## src/rtl/flac_pkg.sv

```systemverilog
package flac_pkg;

	// Width of the item fields on the ports
	localparam int FIELD_W = 32;

	localparam int ENTRIES_DEFAULT    = 64;
	localparam int ENTRIES_MAX        = 8192;
	localparam int BLOCK_BITS_DEFAULT = 32;

	localparam logic [FIELD_W-1:0] COUNT_MAX = '1;

	// Passed from each cell to the next one down the recency stack
	typedef struct packed {
		logic valid;  // cell holds a block
		logic found;  // this cell or one nearer the top matched the key
	} link_t;

endpackage

```

## src/rtl/flac_req_if.sv

```systemverilog
interface flac_req_if;
	logic                         valid;
	logic                         ready;
	logic [flac_pkg::FIELD_W-1:0] block_number;

	modport source (output valid, output block_number, input ready);
	modport sink   (input valid, input block_number, output ready);
endinterface

```

## src/rtl/flac_rsp_if.sv

```systemverilog
interface flac_rsp_if;
	logic                         valid;
	logic                         ready;
	logic                         hit;
	logic                         evicted_valid;
	logic [flac_pkg::FIELD_W-1:0] evicted_block;
	logic [flac_pkg::FIELD_W-1:0] hit_total;
	logic [flac_pkg::FIELD_W-1:0] access_total;

	modport source (output valid, output hit, output evicted_valid, output evicted_block,
		output hit_total, output access_total, input ready);
	modport sink   (input valid, input hit, input evicted_valid, input evicted_block,
		input hit_total, input access_total, output ready);
endinterface

```

## src/rtl/fully_assoc_lru_cache_tracker.sv

```systemverilog
// Fully associative LRU tracker over ENTRIES cells kept as a recency stack
// (cell 0 most recent). Each block_number item gives one result item: hit,
// evicted_valid/evicted_block (the least recently used block, pushed out by
// a miss on a full store, zero otherwise) and saturating hit and access
// totals that include the item itself. Only the low BLOCK_BITS bits of the
// block number are compared and stored. The tracker sustains one item per
// clock while results are taken; an accepted item is held in the key
// register, looked up combinationally, and its result registered in the
// result register. In the lookup every cell compares its tag with the key
// in parallel and the match ripples down the cell chain to decide which
// cells shift. A held result stalls the lookup stage, and with it the
// input. Reset clears all valid marks at once; no clearing pass follows it.
module fully_assoc_lru_cache_tracker #(
	parameter int ENTRIES    = flac_pkg::ENTRIES_DEFAULT,
	parameter int BLOCK_BITS = flac_pkg::BLOCK_BITS_DEFAULT
) (
	input logic        clk,
	input logic        arst_n,
	flac_req_if.sink   req,
	flac_rsp_if.source rsp
);

	localparam int FW = flac_pkg::FIELD_W;

	logic                  busy_s1;
	logic [BLOCK_BITS-1:0] key_s1;
	logic [BLOCK_BITS-1:0] key_in;
	logic                  advance;

	flac_pkg::link_t       link [ENTRIES+1];
	logic [BLOCK_BITS-1:0] tag_chain [ENTRIES+1];
	logic [ENTRIES-1:0]    valid_vec;
	logic [ENTRIES-1:0]    match_vec;

	logic                  hit;
	logic                  evict;
	logic [FW-1:0]         victim;
	logic [FW-1:0]         hit_next;
	logic [FW-1:0]         access_next;

	logic                  rsp_valid_q;
	logic                  hit_q;
	logic                  evicted_valid_q;
	logic [FW-1:0]         evicted_block_q;
	logic [FW-1:0]         hit_total_q;
	logic [FW-1:0]         access_total_q;

	// Fit the port field to the stored tag width
	if (BLOCK_BITS > FW) begin : g_key_wide
		assign key_in = {{(BLOCK_BITS-FW){1'b0}}, req.block_number};
		assign victim = tag_chain[ENTRIES][FW-1:0];
	end else if (BLOCK_BITS == FW) begin : g_key_same
		assign key_in = req.block_number;
		assign victim = tag_chain[ENTRIES];
	end else begin : g_key_narrow
		assign key_in = req.block_number[BLOCK_BITS-1:0];
		assign victim = {{(FW-BLOCK_BITS){1'b0}}, tag_chain[ENTRIES]};
	end

	assign advance   = busy_s1 && (!rsp_valid_q || rsp.ready);
	assign req.ready = !busy_s1 || advance;

	always_ff @(posedge clk or negedge arst_n) begin
		if (!arst_n) begin
			busy_s1 <= 1'b0;
		end else if (req.ready) begin
			busy_s1 <= req.valid;
		end
	end

	always_ff @(posedge clk) begin
		if (req.valid && req.ready) begin
			key_s1 <= key_in;
		end
	end

	// The top of the stack is fed with the key itself, always valid
	assign link[0].valid = 1'b1;
	assign link[0].found = 1'b0;
	assign tag_chain[0]  = key_s1;

	for (genvar i = 0; i < ENTRIES; i++) begin : g_cell
		flac_cell #(
			.BLOCK_BITS(BLOCK_BITS)
		) u_cell (
			.clk      (clk),
			.arst_n   (arst_n),
			.step     (advance),
			.key      (key_s1),
			.prev_tag (tag_chain[i]),
			.link_in  (link[i]),
			.link_out (link[i+1]),
			.tag      (tag_chain[i+1])
		);
		assign valid_vec[i] = link[i+1].valid;
		assign match_vec[i] = link[i+1].found & ~link[i].found;
	end

	assign hit   = link[ENTRIES].found;
	assign evict = !hit && link[ENTRIES].valid;

	flac_sat_cnt u_hit_cnt (
		.clk        (clk),
		.arst_n     (arst_n),
		.inc        (advance && hit),
		.count_next (hit_next)
	);

	flac_sat_cnt u_access_cnt (
		.clk        (clk),
		.arst_n     (arst_n),
		.inc        (advance),
		.count_next (access_next)
	);

	always_ff @(posedge clk or negedge arst_n) begin
		if (!arst_n) begin
			rsp_valid_q <= 1'b0;
		end else if (advance) begin
			rsp_valid_q <= 1'b1;
		end else if (rsp.ready) begin
			rsp_valid_q <= 1'b0;
		end
	end

	always_ff @(posedge clk) begin
		if (advance) begin
			hit_q           <= hit;
			evicted_valid_q <= evict;
			evicted_block_q <= evict ? victim : '0;
			hit_total_q     <= hit_next;
			access_total_q  <= access_next;
		end
	end

	assign rsp.valid         = rsp_valid_q;
	assign rsp.hit           = hit_q;
	assign rsp.evicted_valid = evicted_valid_q;
	assign rsp.evicted_block = evicted_block_q;
	assign rsp.hit_total     = hit_total_q;
	assign rsp.access_total  = access_total_q;

	// Valid cells always form an unbroken run from the top
	a_valid_prefix: assert property (@(posedge clk) disable iff (!arst_n)
		$onehot0(valid_vec + 1'b1))
		else $error("valid cells not contiguous from the top");

	// A block is held in at most one cell
	a_single_match: assert property (@(posedge clk) disable iff (!arst_n)
		busy_s1 |-> $onehot0(match_vec))
		else $error("key matched more than one cell");

	a_hit_no_evict: assert property (@(posedge clk) disable iff (!arst_n)
		rsp_valid_q |-> !(hit_q && evicted_valid_q))
		else $error("hit reported together with an eviction");

	a_victim_zero: assert property (@(posedge clk) disable iff (!arst_n)
		(rsp_valid_q && !evicted_valid_q) |-> (evicted_block_q == '0))
		else $error("evicted block not zero without an eviction");

	a_totals_order: assert property (@(posedge clk) disable iff (!arst_n)
		rsp_valid_q |-> (hit_total_q <= access_total_q))
		else $error("hit total exceeds access total");

	// Only a full store can evict, and it stays full afterwards
	a_evict_full: assert property (@(posedge clk) disable iff (!arst_n)
		(advance && evict) |=> valid_vec[ENTRIES-1])
		else $error("eviction left the store short of full");

endmodule

```

## src/rtl/flac_cell.sv

```systemverilog
module flac_cell #(
	parameter int BLOCK_BITS = flac_pkg::BLOCK_BITS_DEFAULT
) (
	input  logic                  clk,
	input  logic                  arst_n,
	input  logic                  step,
	input  logic [BLOCK_BITS-1:0] key,
	input  logic [BLOCK_BITS-1:0] prev_tag,
	input  flac_pkg::link_t       link_in,
	output flac_pkg::link_t       link_out,
	output logic [BLOCK_BITS-1:0] tag
);

	logic                  valid_q;
	logic [BLOCK_BITS-1:0] tag_q;
	logic                  match;
	logic                  shift;

	assign match = valid_q && (tag_q == key);

	// Cells above the hit, the hit cell itself, and every cell on a miss take
	// their upper neighbour's contents; cells below a hit hold.
	assign shift = step && !link_in.found;

	always_ff @(posedge clk or negedge arst_n) begin
		if (!arst_n) begin
			valid_q <= 1'b0;
		end else if (shift) begin
			valid_q <= link_in.valid;
		end
	end

	always_ff @(posedge clk) begin
		if (shift) begin
			tag_q <= prev_tag;
		end
	end

	assign link_out.valid = valid_q;
	assign link_out.found = link_in.found | match;
	assign tag            = tag_q;

endmodule

```

## src/rtl/flac_sat_cnt.sv

```systemverilog
module flac_sat_cnt (
	input  logic                         clk,
	input  logic                         arst_n,
	input  logic                         inc,
	output logic [flac_pkg::FIELD_W-1:0] count_next
);

	logic [flac_pkg::FIELD_W-1:0] count_q;

	// Stick at the top value
	always_comb begin
		count_next = count_q;
		if (inc && (count_q != flac_pkg::COUNT_MAX)) begin
			count_next = count_q + 1'b1;
		end
	end

	always_ff @(posedge clk or negedge arst_n) begin
		if (!arst_n) begin
			count_q <= '0;
		end else begin
			count_q <= count_next;
		end
	end

endmodule
```

## src/flat_wrapper.sv

```systemverilog
// flat-port wrapper written by rule: the top's interface ports become plain ports
module fully_assoc_lru_cache_tracker_flat 
#(
	parameter int ENTRIES    = flac_pkg::ENTRIES_DEFAULT,
	parameter int BLOCK_BITS = flac_pkg::BLOCK_BITS_DEFAULT
)
  (clk, arst_n, req_valid, req_block_number, req_ready, rsp_valid, rsp_hit, rsp_evicted_valid, rsp_evicted_block, rsp_hit_total, rsp_access_total, rsp_ready);
  flac_req_if req_i ();
  flac_rsp_if rsp_i ();
  input logic clk;
  input logic arst_n;
  input wire logic [$bits(req_i.valid)-1:0] req_valid;
  input wire logic [$bits(req_i.block_number)-1:0] req_block_number;
  output wire logic [$bits(req_i.ready)-1:0] req_ready;
  output wire logic [$bits(rsp_i.valid)-1:0] rsp_valid;
  output wire logic [$bits(rsp_i.hit)-1:0] rsp_hit;
  output wire logic [$bits(rsp_i.evicted_valid)-1:0] rsp_evicted_valid;
  output wire logic [$bits(rsp_i.evicted_block)-1:0] rsp_evicted_block;
  output wire logic [$bits(rsp_i.hit_total)-1:0] rsp_hit_total;
  output wire logic [$bits(rsp_i.access_total)-1:0] rsp_access_total;
  input wire logic [$bits(rsp_i.ready)-1:0] rsp_ready;
  assign req_i.valid = req_valid;
  assign req_i.block_number = req_block_number;
  assign req_ready = req_i.ready;
  assign rsp_valid = rsp_i.valid;
  assign rsp_hit = rsp_i.hit;
  assign rsp_evicted_valid = rsp_i.evicted_valid;
  assign rsp_evicted_block = rsp_i.evicted_block;
  assign rsp_hit_total = rsp_i.hit_total;
  assign rsp_access_total = rsp_i.access_total;
  assign rsp_i.ready = rsp_ready;
  fully_assoc_lru_cache_tracker #(.ENTRIES(ENTRIES), .BLOCK_BITS(BLOCK_BITS)) u_core (.clk(clk), .arst_n(arst_n), .req(req_i), .rsp(rsp_i));
endmodule
```

## config.mk

```make
export PLATFORM = sky130hd
export DESIGN_NAME = fully_assoc_lru_cache_tracker_flat
export DESIGN_NICKNAME = d
export VERILOG_FILES = /design/src/rtl/flac_pkg.sv /design/src/rtl/flac_req_if.sv /design/src/rtl/flac_rsp_if.sv /design/src/rtl/fully_assoc_lru_cache_tracker.sv /design/src/rtl/flac_cell.sv /design/src/rtl/flac_sat_cnt.sv /design/src/flat_wrapper.sv
export SDC_FILE = /design/constraint.sdc
export NUM_CORES = 2
export LEC_CHECK = 0
export BUFFER_PORTS_ARGS = -buffer_cell sky130_fd_sc_hd__clkbuf_2
export CAP_MARGIN = 15
export CORE_UTILIZATION = 55
export DETAILED_ROUTE_END_ITERATION = 12
export PLACE_DENSITY = 0.69
export SLEW_MARGIN = 20
export SYNTH_ARGS = -nofsm -noshare
export SYNTH_HDL_FRONTEND = slang
export SYNTH_SLANG_ARGS = --single-unit
```

## constraint.sdc

```tcl
create_clock -name clk -period 11.35 [get_ports clk]
set_input_delay 1.7025 -clock clk [delete_from_list [all_inputs] [get_ports clk]]
set_output_delay 1.7025 -clock clk [all_outputs]
set_load 0.02 [all_outputs]
```

==> metrics.txt <==
outcome completed; Avg WL per Cell between 30 and 40 µm; Die Ht 433 µm; slew at the pin closest to its max-slew limit 1120 ps; switching power 5.35 mW; CTS tree done; endpoint class of the critical path flop; layout cell share with drive strength beyond 1 10.6%; total of buffers placed on input and output ports ~140; clock period minus worst slack 6400 ps; area overhead of the layout relative to synthesis 10.6%; 1st-pass router iterations 6; total number of yosys warnings 0; overall die area ~0.19 mm²; kind of critical path flop to flop; post-synthesis async set-or-reset flop share ~5.6%; Sequential Power Share ~52%; share of synthesized area spent on multiplexers less than 1%; first-pass GRT wire length 447000 µm; end of the worst register-to-register path u_core.g_cell[57].u_cell.tag[16]; nets in the synthesized netlist 6829; nets 7083; clock latency on the worst-skew pair 890 ps; placeable core area 0.184 mm²; number of global-route vias before repair 61980; total number of placement rows 157; leading register cell type out of synthesis edfxtp_1; count of endpoints failing hold in the final timing report 0; simple-gate portion of the synthesized area 11.2%; Layout Utilization 61.4%; sum of negative setup slack 0 ps; fraction of the mapped netlist area in compound gates less than 1%; maxcap violations 0; reg2reg path depth 13; library cell with the largest summed area after synthesis edfxtp_1; Detail Placement HPWL 212000 µm; global placement routability congestion 1.01; number of top-level design ports 136; critical path startpoint category flop; count of different cell masters after synthesis 73; Required @ worst endpoint roughly 12000 ps; power per cell area 182 mW/mm²; Chip Width 433 µm; highest-count cells in the layout ignoring fill and taps edfxtp_1 (2178), xnor2_1 (1101), xor2_1 (967), nand4_1 (492), nor4_1 (457); count of clock tree sinks 2308; hold path depth 0; post-synthesis sequential area ratio 67.3%; Worst Hold Launch u_core.g_cell[52].u_cell.tag[1]; H-tree levels 4; maximum root-to-sink buffer count 3; Routed Wire Length 318000 µm; number of design rule violations left after detail routing 0; arithmetic-cell share of the synthesized area counting full adders, half adders and majority gates less than 1%; internal power summed over all cells 15.1 mW; RSZ-0062 raised after global routing no; pin count of the biggest net entering global routing 71; share of the synthesized netlist area taken by xor and xnor gates between 10% and 20%; CTS Buf Count 230; CP max FO 29; switching part of the total 26.1%; Tcrit/Tclk final 56.4%; fraction of synthesized cell area taken by the top area cell type between 60 and 70%; launching point of the worst reg2reg path u_core.key_s1[31]; total global routing track utilization roughly a third; Worst slew margin 24.9%; total vias in the final route 63137; clock tree root buffer cell clkbuf_16; Static Leakage 35.9 nW; 1st-iter DRT viols around 8600; post-cts repair resize count 0; R2R setup slack 4950 ps; number of hold buffers added after CTS 0; number of inserted filler cells in the final layout 13628; data arrival time of the critical path 6960 ps; # Post-CTS Setup Buffers 0; count of nets left with antenna violations after detail routing 0; total congestion overflow after global routing 0; clock transition time at the flip-flop clock pins of the worst setup and hold paths ~60 ps; final setup violation count 0; combinational family with the most area after synthesis XOR/XNOR gates; highest attainable clock frequency roughly 160 MHz; Clock Skews 34.3 ps; synthesized area divided by synthesized cell count 15.0 µm²; most common library cell in the layout ignoring fill and taps edfxtp_1; IR drop worst, VDD 0.140 mV; Post-Syn Instances 6791; Clock Power Share 38.0%; combinational group share of total power between 10% and 20%; terminating pin of the worst hold path u_core.g_cell[53].u_cell.tag[1]; post-synth design cell area 0.102 mm²; starting density of the core between 50% and 60%; final-report max-slew violation count 0; Hold Path Class flop to flop; biggest area contributors in the synthesized netlist edfxtp_1 (64%), xnor2_1 (9.5%), xor2_1 (8.3%); number of enable flip-flop cells after synthesis between 2000 and 2500; number of flip-flops and latches in the synthesized netlist 2308; vias per inst 6.50; number of antenna violations at the first check in global routing 4
-- metal layers --
metal  global-route usage, %  wire length [µm]
met4                    14.3             14900
met1                    47.7            128000
met5                       0                23
met3                    8.07             35400
met2                    50.3            140000
-- how the worst max path moves through the flow --
stage                     slack, ps                          endpoint         startpoint  cells after the start
after CTS                      5110  u_core.g_cell[28].u_cell.valid_q  u_core.key_s1[31]                     14
after global placement         4930   u_core.g_cell[38].u_cell.tag[5]  u_core.key_s1[23]                     13
after floorplan                 400  u_core.g_cell[14].u_cell.valid_q          rsp_ready                      9
after global routing           4810  u_core.g_cell[28].u_cell.valid_q  u_core.key_s1[23]                     14
after detailed placement       5090   u_core.g_cell[57].u_cell.tag[1]  u_core.key_s1[31]                     13
final                          4950  u_core.g_cell[57].u_cell.tag[16]  u_core.key_s1[31]                     13
-- power groups by stage --
stage / clock network [mW] / logic (mW) / registers (mW)
after floorplan: 0 / 1.41 / 10.5
after global placement: 0 / 2.04 / 10.7
after detailed placement: 0 / 2.05 / 10.7
after CTS: 7.83 / 2.07 / 10.6
after global routing: 8.15 / 2.22 / 10.6
final: 7.79 / 2.10 / 10.6
-- final cells by class --
class                           count  area, µm²  area share, %
Clock inverter                    140       1550           1.37
Clock buffer                      299       6180           5.48
Sequential cell                  2308      68700           60.8
Antenna cell                        4       10.0        0.00887
Timing Repair Buffer              279       1960           1.74
Tap cell                         2464       3080           2.73
Inverter                           58        223          0.197
Multi-Input combinational cell   4168      31200           27.6
-- worst max-delay path: stages, from the launching register on --
cell,delay [ps]
edfxtp_1,330
buf_4,600
buf_4,770
xor2_1,250
nor4_1,90
nand4_1,100
or4_1,150
nand4_1,400
nor4_4,1020
nand3_2,450
or3_1,420
buf_4,250
nor3b_2,770
buf_4,410
-- cells in the mapped netlist (all sizes together) (4+ instances only) --
cell type / instances
a2111oi: 11
a21oi: 4
and2: 19
and3: 66
and4: 9
buf: 247
clkbuf: 10
dfrtp: 130
edfxtp: 2178
inv: 58
mux2: 62
nand2: 218
nand2b: 76
nand3: 157
nand3b: 6
nand4: 492
nand4b: 46
nor2: 98
nor2b: 19
nor3: 129
nor3b: 14
nor4: 463
nor4b: 36
nor4bb: 7
o2111ai: 10
o211ai: 8
o21ai: 25
o22ai: 6
o41ai: 5
or2: 9
or3: 10
or3b: 13
or4: 41
or4b: 4
xnor2: 1101
xor2: 967
-- flip-flops by register name, indices dropped and copies added (netlist names) --
| name | flops |
|---|---|
| u_core.g_cell.u_cell.valid_q | 64 |
| u_core.rsp.evicted_valid | 1 |
| u_core.u_access_cnt.count_q | 32 |
| u_core.key_s1 | 32 |
| u_core.rsp.hit_total | 32 |
| u_core.rsp.evicted_block | 32 |
| u_core.busy_s1 | 1 |
| u_core.rsp.access_total | 32 |
| u_core.rsp.valid | 1 |
| u_core.g_cell.u_cell.tag | 2048 |
| u_core.u_hit_cnt.count_q | 32 |
| u_core.rsp.hit | 1 |
-- stage by stage --
step / setup slack [ps] / hold slack [ps] / instances / power, mW / cell area (µm²)
after floorplan: 399 / 421 / 6791 / 11.9 / 102000
after global placement: 4930 / 433 / 9275 / 12.8 / 105000
after detailed placement: 5090 / 441 / 9277 / 12.8 / 105000
after CTS: 5110 / 448 / 9716 / 20.5 / 113000
after global routing: 4810 / 455 / 9716 / 21.0 / 113000
final: 4950 / 457 / 9720 / 20.5 / 113000
-- logic make-up (layout without fill, tap and decap cells) --
| logic type | Yosys count | in the layout |
|---|---|---|
| xor+xnor | 2068 | 2068 |
| simple gates | 1940 | 1940 |
| mux | 62 | 62 |
| flops | 2308 | 2308 |
| other cells | 0 | 4 |
| compound gates | 96 | 96 |
| buf+inv | 315 | 776 |
| fa+ha+maj | 2 | 2 |
No activity file was read; power rests on OpenSTA's default activity.
